### config.mk
export PLATFORM = sky130hd
export DESIGN_NAME = mdp_mac
export DESIGN_NICKNAME = d
export VERILOG_FILES = /design/src/sv/mdp_pkg.sv /design/src/sv/mdp_mac.sv
export SDC_FILE = /design/constraint.sdc
export NUM_CORES = 1
export LEC_CHECK = 0
export ABC_AREA = 0
export BUFFER_PORTS_ARGS = -buffer_cell sky130_fd_sc_hd__buf_2
export CORE_UTILIZATION = 45
export CTS_CLUSTER_SIZE = 20
export DETAILED_ROUTE_END_ITERATION = 10
export PLACE_DENSITY = 0.7
export SETUP_SLACK_MARGIN = 0.02
export SYNTH_ARGS = -nofsm -noshare
export SYNTH_HDL_FRONTEND = slang
export SYNTH_SLANG_ARGS = --single-unit
### constraint.sdc
create_clock -name clk_i -period 3.4 [get_ports clk_i]
set_input_delay 0.34 -clock clk_i [delete_from_list [all_inputs] [get_ports clk_i]]
set_output_delay 0.34 -clock clk_i [all_outputs]
set_load 0.01 [all_outputs]
### src/sv/mdp_pkg.sv
package mdp_pkg;

  // Field widths fixed by the item format
  localparam int IDX_W  = 6;
  localparam int DATA_W = 32;

  // Default matrix order
  localparam int MATRIX_ORDER_DEF = 64;

  // Item kinds
  typedef enum logic [1:0] {
    KIND_WRITE_A = 2'd0,
    KIND_WRITE_B = 2'd1,
    KIND_COMPUTE = 2'd2
  } kind_e;

  // Sequencer to multiply-accumulate control
  typedef struct packed {
    logic clear;       // start a new sum
    logic term_valid;  // memory read data holds one term
  } mac_ctrl_t;

  // Multiply-accumulate status back to the sequencer
  typedef struct packed {
    logic busy;        // a product is still in flight
  } mac_stat_t;

endpackage

### src/sv/mdp_mac.sv
module mdp_mac (
  input  logic                       clk_i,
  input  logic                       rst_ni,
  input  mdp_pkg::mac_ctrl_t         ctrl_i,
  input  logic [mdp_pkg::DATA_W-1:0] a_data_i,
  input  logic [mdp_pkg::DATA_W-1:0] b_data_i,
  output mdp_pkg::mac_stat_t         stat_o,
  output logic [mdp_pkg::DATA_W-1:0] acc_o
);
  import mdp_pkg::*;

  logic [DATA_W-1:0]   prod_d, prod_q;
  logic                prod_vld_d, prod_vld_q;
  logic [DATA_W-1:0]   acc_d, acc_q;

  // Product stage: only the low word matters, the sum wraps mod 2^32
  assign prod_d     = a_data_i * b_data_i;
  assign prod_vld_d = ctrl_i.term_valid;

  always_ff @(posedge clk_i) begin
    if (ctrl_i.term_valid) begin
      prod_q <= prod_d;
    end
  end

  always_ff @(posedge clk_i or negedge rst_ni) begin
    if (!rst_ni) begin
      prod_vld_q <= 1'b0;
    end else begin
      prod_vld_q <= prod_vld_d;
    end
  end

  // Accumulate stage
  always_comb begin
    acc_d = acc_q;
    if (ctrl_i.clear) begin
      acc_d = '0;
    end else if (prod_vld_q) begin
      acc_d = acc_q + prod_q;
    end
  end

  always_ff @(posedge clk_i) begin
    acc_q <= acc_d;
  end

  assign stat_o.busy = prod_vld_q;
  assign acc_o       = acc_q;

endmodule

==> summary.md, run 1 <==
| Metric | Value |
|---|---|
| Status | `finished with violations` |
| Violated checks | `negative setup slack` |
| Synth warn | `0` |
| GRT Util Overall | `25.80%` |
| Final ANT Viol Nets | `0` |
| Clock latency on the worst-skew pair | `340 ps` |
| Clock Pin Slew Worst Setup and Hold Paths | `60 ps` |
| Critical path capture point type | `flip-flop` |
| TritonCTS clock tree | `built` |
| Post-layout min period | `6534 ps` |
| Most common cell in the netlist | `fa_1` |
| #FFs+latches synth | `65` |
| Seq/Total Area, Yosys | `8.428%` |
| Vias in the first global route | `16830` |
| Ratio of cells with drive above 1 in the final layout | `24.03%` |
| Most frequent cells after synthesis | `409 x fa_1, 405 x inv_1, 285 x nand2_1` |
| Vias | `15430` |
| Async set-reset flop share out of synthesis | `1.538%` |
| Worst Path Max Fanout | `5` |
| Final setup fails | `26` |
| Drc violations | `0` |
| HP Class | `input pin to async pin` |
| Fmax | `0.1531 GHz` |
| CP Launch Type | `input pin` |
| Final net count | `3035` |
| Syn Nets | `2740` |
| Antenna diodes | `0` |
| Die Wd | `209.1 µm` |
| Mapped Cells | `2109` |
| Num rows | `75` |
| Pre-CTS setup slack | `-3698 ps` |
| Worst Skew | `8.309 ps` |
| Post-Synthesis Cell Area | `0.01930 mm²` |
| Overall die area | `0.04372 mm²` |
| Yosys cell types | `66` |
| Clock sink count | `65` |
| CP arrival | `6640 ps` |
| Pins Over Slew Limit | `0` |
| Core Footprint | `0.04213 mm²` |
| # fillers | `3497` |
| Root Buffer | `clkbuf_16` |
| Slew margin rel. | `40.39%` |
| Final Hold Fails | `0` |
| Number of synthesized flops with an enable pin | `32` |
| Crit Path Category | `input pin to flip-flop` |
| First-pass GRT wire length | `88070 µm` |
| Final worst setup slack | `-3134 ps` |
| Largest net degree at the start of global routing | `38` |
| Max Cap Viol | `0` |
| WP data required | `3500 ps` |
| Vias per inst | `5.235` |
| Starting Density | `45.80%` |
| Area grow syn2layout | `25.14%` |
| Total clock buffers created by CTS | `9` |
| RD Place Congestion | `0.9157` |
| RSZ-0062 raised after global routing | `yes` |
| Slew @ Worst Pin | `894.1 ps` |
| DR iter-0 viols | `906` |
| Synth top area cells | `fa_1 42%, ha_1 10%, and2_1 8.8%` |
| Antenna violations before repair | `0` |
| Fin crit share | `192.2%` |
| Avg WL per Cell | `18.58 µm` |
| DP Wirelength | `45620 µm` |
| # port buffers | `100` |
| DRT Wirelength | `54770 µm` |
| Die Y | `209.1 µm` |
| Syn_area_per_cell | `9.151 µm²` |
| Remaining global-route overflow | `0` |
| Max H-tree Level | `3` |
| Yosys top cell by area | `fa_1` |
| Predominant post-synthesis flop cell | `edfxtp_1` |
| Drt pass-1 iters | `5` |
| # IOs | `101` |
| Yosys top cell area share | `42.43%` |
| CTS Buffer Depth | `2` |
| Util after Layout | `57.32%` |
==> metal layers <==
metal  wire length [µm]  track usage (%)  vias up
met5                  0                0        -
met4               2341            10.78        0
met3               2321            2.179      120
met2              28260            46.01      472
met1              21850            32.09     7884
li1                   -                -     6958
==> flip-flops by register name, summed over array words and instances, names as in the netlist <==
signal / count
acc_o: 32
stat_o: 1
prod_q: 32
==> cells by family after synthesis <==
| group | after synthesis | synth area share, % |
|---|---|---|
| buffers and inverters | 503 | 9.783 |
| multiplexers | 17 | 0.8882 |
| XOR/XNOR | 106 | 4.811 |
| adder cells (fa/ha/maj) | 563 | 52.41 |
| AO/OA/AOI/OAI | 178 | 6.237 |
| AND/OR/NAND/NOR | 677 | 17.44 |
| flip-flops | 65 | 8.428 |
==> layout by cell type, fill, tap and decap left out, types with 7 or more instances in the layout <==
master and n:
inv_1 383, fa_1 380, nand2_1 284, and2_1 249, buf_4 234, ha_1 106, xnor2_1 78, buf_2 69
nor2_1 60, ha_4 47, buf_6 46, dfxtp_1 32, edfxtp_1 32, a21o_1 30, a21oi_1 30, fa_2 29
o21ai_0 23, inv_2 22, and2_4 22, xor2_1 21, a21oi_2 17, mux2i_1 16, buf_12 16, clkbuf_16 11
o21a_1 9, nand3_1 9, buf_8 9, nor3_1 8, xnor2_2 7, nand2b_1 7
==> worst paths after layout <==
path / cells after the start / endpoint / from / slack [ps]
worst max-delay path: 23 / prod_q[30]$_DFFE_PP_ / a_data_i[16] / -3130
worst min-delay path: 2 / stat_o$_DFF_PN0_ / rst_ni / 300
worst max register to register: 10 / acc_o[31]$_SDFFE_PP0P_ / prod_q[6]$_DFFE_PP_ / 250
worst min register to register: 2 / acc_o[19]$_SDFFE_PP0P_ / acc_o[19]$_SDFFE_PP0P_ / 500
max in group asynchronous: 2 / stat_o$_DFF_PN0_ / rst_ni / 3020
min in group clk_i: 2 / acc_o[19]$_SDFFE_PP0P_ / acc_o[19]$_SDFFE_PP0P_ / 500
==> layout make-up <==
class	instances	area, µm²	share of cell area [%]
flip-flops and latches	65	1627	6.735
clock inverters	3	22.52	0.09325
repair buffers	381	3218	13.33
well taps	539	674.4	2.792
multi-input cells	1541	16810	69.62
inverters	406	1524	6.310
clock buffers	13	271.5	1.124
==> per-stage QoR <==
step	instances	hold WS (ps)	cell area [µm²]	setup TNS, ps
2_1_floorplan	2109	44.41	19780	-58760
3_3_place_gp	2874	116.5	22200	-70970
3_5_place_dp	2874	117.9	22200	-73490
4_1_cts	2930	276.5	23690	-59170
5_1_grt	2948	306.4	24150	-65980
6_report	2948	299.3	24150	-61980
==> critical path, cell delays in order <==
cell     delay [ps]
buf_8           100
buf_6           120
buf_4           130
and2_1          150
fa_1            470
fa_1            410
fa_1            580
inv_2            50
fa_1            530
inv_1            50
fa_1            490
fa_1            440
fa_1            490
fa_1            570
ha_4            220
nand4_1         130
nor2_1           70
and2_1          130
a31o_2          220
o41a_1          410
a211o_1         310
a21oi_2         150
xnor2_1          70
==> repair_timing <==
item / 4_1_cts / 5_1_grt
gates resized for setup: 195 / 80
endpoints found under the hold margin: 1 / 0
pin swaps: 109 / 107
hold buffers: 1 / 0
endpoints found under the setup margin: 27 / 27
cloned: 2 / 1
setup buffers: 40 / 23
Power of run 1 is left out: the tool's default activity adds up to more than one toggle a clock period on the data nets, which glitch-free logic cannot reach.
==> run 2, diff against run 1 <==
--- a/config.mk
+++ b/config.mk
@@ -5,7 +5,7 @@
 export SDC_FILE = /design/constraint.sdc
 export NUM_CORES = 1
 export LEC_CHECK = 0
-export ABC_AREA = 0
+export ABC_AREA = 1
 export BUFFER_PORTS_ARGS = -buffer_cell sky130_fd_sc_hd__buf_2
 export CORE_UTILIZATION = 45
 export CTS_CLUSTER_SIZE = 20
@@ -15,3 +15,4 @@
 export SYNTH_ARGS = -nofsm -noshare
 export SYNTH_HDL_FRONTEND = slang
 export SYNTH_SLANG_ARGS = --single-unit
+export TNS_END_PERCENT = 10
==> run 2 against run 1 <==
Against the previous run: the flow still finishes with violations (negative setup slack); worst setup slack better by 410 ps; area after synthesis is 7.9% higher; maximum frequency is 6.6% higher; die area is 7.8% higher; sequential share of layout area is 0.19 points lower; non-clock buffer count is 24 lower; largest cell class unchanged; highest routed layer is now met5.
==> summary.md, run 2 <==
| Metric | Value |
|---|---|
| Predominant post-synthesis flop cell | `edfxtp_1` |
| Syn_area_per_cell | `7.422 µm² (-19%)` |
| DR iter-0 viols | `1261 (+39%)` |
| Die Wd | `217.1 µm (+3.8%)` |
| Overall die area | `0.04714 mm² (+7.8%)` |
| Clock sink count | `65 (unchanged)` |
| Final net count | `3690 (+22%)` |
| Area after DPL | `0.02378 mm² (+7.1%)` |
| #FFs+latches synth | `65 (unchanged)` |
| Setup slack, reg-to-reg | `920 ps (+670 ps)` |
| Die Y | `217.1 µm (+3.8%)` |
| Number of synthesized flops with an enable pin | `32 (unchanged)` |
| Synth warn | `0 (unchanged)` |
| Final ANT Viol Nets | `0 (unchanged)` |
| Crit Path Category | `input pin to flip-flop` |
| Placed cells | `3636 (+27%)` |
| First-pass GRT wire length | `97330 µm (+11%)` |
| Final setup fails | `27 (+3.8%)` |
| Most frequent cells in the layout | `813 x inv_1, 764 x nand2_1, 391 x fa_1, 240 x buf_4, 121 x ha_1` |
| Layout Cells excl Fill | `3664 (+24%)` |
| GRT Util Overall | `26.52% (+0.73 points)` |
| Drt pass-1 iters | `5 (unchanged)` |
| Area grow syn2layout | `19.29%` |
| Final Hold Fails | `0 (unchanged)` |
| Vias per inst | `4.937 (-5.7%)` |
| Remaining global-route overflow | `0 (unchanged)` |
| Clock latency on the worst-skew pair | `340 ps (about the same)` |
| CP Launch Type | `input pin` |
| Avg WL per Cell | `16.59 µm (-11%)` |
| WP data required | `3490 ps (about the same)` |
| Slew margin rel. | `43.59% (+3.2 points)` |
| Clock Pin Slew Worst Setup and Hold Paths | `50 ps (about the same)` |
| Worst Path Max Fanout | `9 (+4)` |
| Fin area | `0.02484 mm² (+2.9%)` |
| Multi-input gate area | `0.01630 mm² (-3.0%)` |
| Post-layout min period | `6129 ps (-405.1 ps)` |
| Worst r2r src | `acc_o[0]$_SDFFE_PP0P_` |
| Fin crit share | `180.3% (-12 points)` |
| Vias | `18090 (+17%)` |
| Violated checks | `negative setup slack` |
| Core Footprint | `0.04548 mm² (+7.9%)` |
| Yosys top cell area share | `39.32% (-3.1 points)` |
| R2R Path End | `acc_o[30]$_SDFFE_PP0P_` |
| CTS Buffer Depth | `2 (unchanged)` |
| Reg2Reg Depth | `15 (+5)` |
| Seq/Total Area, Yosys | `7.811% (-0.62 points)` |
| Syn Nets | `3437 (+25%)` |
| Root Buffer | `clkbuf_16` |
| Total clock buffers created by CTS | `9 (unchanged)` |
| Yosys top cell by area | `fa_1` |
| Synth top area cells | `fa_1 39%, inv_1 15%, nand2_1 14%` |
| Yosys cell types | `45 (-32%)` |
| CP arrival | `6210 ps (-430 ps)` |
| Antenna diodes | `0 (unchanged)` |
| RSZ-0062 raised after global routing | `yes` |
| Worst Skew | `5.910 ps (-2.399 ps)` |
| Max H-tree Level | `3 (unchanged)` |
| Ratio of cells with drive above 1 in the final layout | `15.86% (-8.2 points)` |
| Status | `finished with violations` |
| # IOs | `101 (unchanged)` |
| DRT Wirelength | `60790 µm (+11%)` |
| CP startpoint | `b_data_i[5]` |
| Largest net degree at the start of global routing | `47 (+24%)` |
| # port buffers | `100 (unchanged)` |
| Antenna violations before repair | `1 (+1)` |
| Slew @ Worst Pin | `846.1 ps (-47.98 ps)` |
| Max Cap Viol | `0 (unchanged)` |
| Post-Synthesis Cell Area | `0.02082 mm² (+7.9%)` |
| Final worst setup slack | `-2729 ps (+405.1 ps)` |
| HP Class | `input pin to async pin` |
| DP Wirelength | `52750 µm (+16%)` |
| Commonest non-fill, non-tap cell in the layout | `inv_1` |
| Drc violations | `0 (unchanged)` |
| Vias in the first global route | `19200 (+14%)` |
| Starting Density | `45.79% (about the same)` |
| Critical path capture point type | `flip-flop` |
| Fmax | `0.1632 GHz (+6.6%)` |
| # fillers | `4335 (+24%)` |
| Mapped Cells | `2806 (+33%)` |
| Most frequent cells after synthesis | `823 x inv_1, 780 x nand2_1, 409 x fa_1` |
| Num rows | `78 (+4.0%)` |
| Pins Over Slew Limit | `0 (unchanged)` |
| TritonCTS clock tree | `built` |
| Critical Path Sink | `prod_q[19]$_DFFE_PP_` |
| Seq. cell area | `0.001627 mm² (unchanged)` |
| Most common cell in the netlist | `inv_1` |
| Async set-reset flop share out of synthesis | `1.538% (unchanged)` |
| RD Place Congestion | `0.9302 (+1.6%)` |
==> run 2: cell types whose count changed after synthesis, sizes merged, moves of 18 or more <==
cell	delta
o21ai	+27
and2	-271
a21o	-18
buf	+31
xnor2	-67
nand3	+59
nor2	+46
a21oi	+27
inv	+418
nand2	+497
==> run 2: final cells by class <==
| cell class | count | area share, % |
|---|---|---|
| Inverter | 823 | 12.44 |
| Clock buffer | 12 | 0.9922 |
| Timing Repair Buffer | 357 | 11.29 |
| Sequential cell | 65 | 6.547 |
| Multi-Input combinational cell | 1803 | 65.63 |
| Clock inverter | 4 | 0.08058 |
| Tap cell | 600 | 3.022 |
==> run 2: repair_timing <==
item | in CTS | in global routing
setup endpoints to repair | 27 | 28
buffers inserted | 8 | 2
pin swaps | 59 | 30
gates cloned | 1 | 0
endpoints found under the hold margin | 1 | 0
gates resized for setup | 118 | 26
hold buffers | 1 | 0
==> run 2: worst min-delay path by stage <==
stage                        to  cells after the start  slack (ps)
4_1_cts        stat_o$_DFF_PN0_                      2         280
3_3_place_gp   stat_o$_DFF_PN0_                      1         110
2_1_floorplan  stat_o$_DFF_PN0_                      0          40
5_1_grt        stat_o$_DFF_PN0_                      2         300
3_5_place_dp   stat_o$_DFF_PN0_                      1         120
6_report       stat_o$_DFF_PN0_                      2         310
==> run 2: metrics by stage <==
stage / setup TNS [ps] / hold slack (ps) / worst slack, ps / utilization (%)
2_1_floorplan: -58180 / 44.41 / -2761 / -
3_3_place_gp: -71290 / 114.0 / -3206 / 52.29
3_5_place_dp: -73050 / 115.4 / -3296 / 52.29
4_1_cts: -56600 / 281.8 / -2684 / 54.37
5_1_grt: -62630 / 301.5 / -2982 / 54.62
6_report: -57650 / 309.0 / -2729 / 54.62
==> run 2: worst max-delay path: stages <==
cell     delay (ps)
buf_6           110
buf_12          130
nand2_1          60
inv_1            50
fa_1            570
fa_2            460
fa_1            510
inv_1            50
fa_1            490
inv_1            50
fa_1            500
inv_2            40
fa_1            470
inv_1            50
fa_2            530
fa_1            460
ha_4            360
nand3_4          90
buf_4           140
buf_4           130
buf_4           120
buf_4           120
buf_4           120
inv_1            50
a21oi_1          70
xnor2_1         130
==> run 2: kinds of logic (layout without fill, tap and decap cells) <==
group	Yosys count	in the layout	share of synthesized area, %
DFF	65	65	7.811
AOI/OAI and AO/OA	189	189	5.419
and+or+nand+nor	1002	1002	19.03
buffers and inverters	938	1196	17.11
xor gates and xnor gates	49	49	2.061
adders and majority gates	563	563	48.57
==> run 2: layer usage <==
layer  GRT usage (%)  up-vias  wire (µm)
li1                -     8552          -
met1           29.96     8921      23460
met2           50.13      482      32170
met3           2.628      131       2282
met4           11.74        2       2855
met5               0        -         19
Power of run 2 is left out for the same reason.
==> run 3, diff against run 2 <==
--- a/config.mk
+++ b/config.mk
@@ -10,8 +10,8 @@
 export CORE_UTILIZATION = 45
 export CTS_CLUSTER_SIZE = 20
 export DETAILED_ROUTE_END_ITERATION = 10
-export PLACE_DENSITY = 0.7
 export SETUP_SLACK_MARGIN = 0.02
+export SLEW_MARGIN = 10
 export SYNTH_ARGS = -nofsm -noshare
 export SYNTH_HDL_FRONTEND = slang
 export SYNTH_SLANG_ARGS = --single-unit
==> run 3 against run 2 <==
Against the previous run: sequential share of layout area fell by 0.069 points; the run still ends with negative setup slack left; die area stayed put; critical endpoint is now prod_q[31]$_DFFE_PP_; register-to-register slack worse by 30 ps; final cell count up 0.33%.
==> summary.md, run 3 (synthesized netlist as in run 2, its figures left out) <==
| Metric | Value |
|---|---|
| Status | `finished with violations` |
| Violated checks | `negative setup slack` |
| Slew margin rel. | `47.67% (+4.1 points)` |
| Ratio of cells with drive above 1 in the final layout | `16.58% (+0.72 points)` |
| Antenna diodes | `0 (unchanged)` |
| CP arrival | `6160 ps (-50 ps)` |
| RD Place Congestion | `0.9116 (-2.0%)` |
| Fmax | `0.1652 GHz (+1.2%)` |
| WP data required | `3510 ps (+20 ps)` |
| Max Cap Viol | `0 (unchanged)` |
| Final net count | `3702 (+0.33%)` |
| Remaining global-route overflow | `0 (unchanged)` |
| Avg WL per Cell | `16.77 µm (+1.1%)` |
| Core Footprint | `0.04548 mm² (unchanged)` |
| Max H-tree Level | `3 (unchanged)` |
| # fillers | `4386 (+1.2%)` |
| Vias | `17900 (-1.1%)` |
| Fin Setup TNS | `-54220 ps (+3422 ps)` |
| GRT Util Overall | `27.16% (+0.64 points)` |
| Crit path max-delay cell type | `fa_1` |
| Clock latency on the worst-skew pair | `350 ps (about the same)` |
| HP Class | `input pin to async pin` |
| Num rows | `78 (unchanged)` |
| Final ANT Viol Nets | `0 (unchanged)` |
| # port buffers | `100 (unchanged)` |
| # IOs | `101 (unchanged)` |
| Slew @ Worst Pin | `776.7 ps (-69.40 ps)` |
| Post-layout min period | `6055 ps (-73.80 ps)` |
| Drt pass-1 iters | `6 (+1)` |
| Worst Path Max Fanout | `6 (-3)` |
| Vias per inst | `4.868 (-1.4%)` |
| Final worst setup slack | `-2655 ps (+73.80 ps)` |
| TritonCTS clock tree | `built` |
| Clock Pin Slew Worst Setup and Hold Paths | `60 ps (about the same)` |
| RSZ-0062 raised after global routing | `yes` |
| Final Hold Fails | `0 (unchanged)` |
| Area grow syn2layout | `20.57%` |
| Overall die area | `0.04714 mm² (unchanged)` |
| Antenna violations before repair | `0 (-1)` |
| Critical path capture point type | `flip-flop` |
| Worst Skew | `7.790 ps (+1.880 ps)` |
| Drc violations | `0 (unchanged)` |
| DR iter-0 viols | `888 (-30%)` |
| DRT Wirelength | `61660 µm (+1.4%)` |
| Die Wd | `217.1 µm (unchanged)` |
| Placed cells | `3643 (+0.19%)` |
| Crit-path max cell delay | `520 ps (-50 ps)` |
| Cell seen most often among critical-path stages | `fa_1` |
| Final setup fails | `26 (-3.7%)` |
| CP Launch Type | `input pin` |
| Root Buffer | `clkbuf_16` |
| Commonest non-fill, non-tap cell in the layout | `inv_1` |
| Area after DPL | `0.02389 mm² (+0.48%)` |
| Pins Over Slew Limit | `0 (unchanged)` |
| Die Y | `217.1 µm (unchanged)` |
| Largest net degree at the start of global routing | `46 (-2.1%)` |
| DP Wirelength | `54120 µm (+2.6%)` |
| Util after Layout | `55.21% (+0.58 points)` |
| First-pass GRT wire length | `98780 µm (+1.5%)` |
| Crit Path Category | `input pin to flip-flop` |
| Fin area | `0.02511 mm² (+1.1%)` |
| Layout Cells excl Fill | `3676 (+0.33%)` |
| Most frequent cells in the layout | `809 x inv_1, 762 x nand2_1, 393 x fa_1, 244 x buf_4, 122 x ha_1` |
| Total clock buffers created by CTS | `9 (unchanged)` |
| Buf/Inv on CP | `9 (-4)` |
| Starting Density | `45.79% (unchanged)` |
| Fin crit share | `178.1% (-2.2 points)` |
| Top delay family on crit path | `adder cells` |
| Clock sink count | `65 (unchanged)` |
| Vias in the first global route | `19140 (-0.29%)` |
| CTS Buffer Depth | `2 (unchanged)` |
[run 3: cell types whose count changed in the layout (fill, tap and decap cells not counted), moves of 3 or more]
cell | previous run | this run
a21oi_1 | 63 | 59
inv_2 | 10 | 13
buf_2 | 74 | 67
buf_4 | 240 | 244
a21oi_2 | 12 | 16
o21ai_1 | 9 | 14
buf_12 | 14 | 21
nor2_2 | 1 | 4
inv_1 | 813 | 809
o21ai_0 | 47 | 42
buf_6 | 22 | 29
[run 3: layout make-up]
type	count	area (µm²)	area share, %
repair buffers	369	3022	12.03
inverters	823	3092	12.31
well taps	600	750.7	2.990
clock buffers	9	225.2	0.8970
flip-flops and latches	65	1627	6.478
multi-input cells	1803	16330	65.04
clock inverters	7	61.31	0.2442
[run 3: final timing paths]
check	start	endpoint	slack (ps)	depth (start not counted)
max	a_data_i[13]	prod_q[31]$_DFFE_PP_	-2650	29
min	rst_ni	stat_o$_DFF_PN0_	290	2
max reg2reg	prod_q[8]$_DFFE_PP_	acc_o[27]$_SDFFE_PP0P_	890	10
min reg2reg	acc_o[10]$_SDFFE_PP0P_	acc_o[10]$_SDFFE_PP0P_	530	2
max in group asynchronous	rst_ni	stat_o$_DFF_PN0_	3020	2
min in group clk_i	ctrl_i[1]	acc_o[31]$_SDFFE_PP0P_	500	2
[run 3: repair_timing]
item,CTS,global route
pin swaps,81,23
gates resized for setup,156,28
setup endpoints to repair,27,27
hold endpoints to repair,1,0
buffers inserted,12,4
hold buffers,1,0
[run 3: metal layers]
metal | up-vias | wire [µm] | track usage (%) | share of wire (%)
met4 | 0 | 2814 | 11.83 | 4.6
met3 | 139 | 2194 | 2.278 | 3.6
met5 | - | 0 | 0 | 0
met2 | 417 | 32430 | 51.04 | 53
li1 | 8587 | - | - | -
met1 | 8753 | 24220 | 31.27 | 39
[run 3: metrics by stage]
step                hold slack [ps]  setup WS, ps
floorplan                     44.41         -2761
global placement              120.3         -3237
detailed placement            121.4         -3368
CTS                           279.4         -2607
global route                  302.7         -2972
finish                        291.5         -2655
Power of run 3 is left out for the same reason.
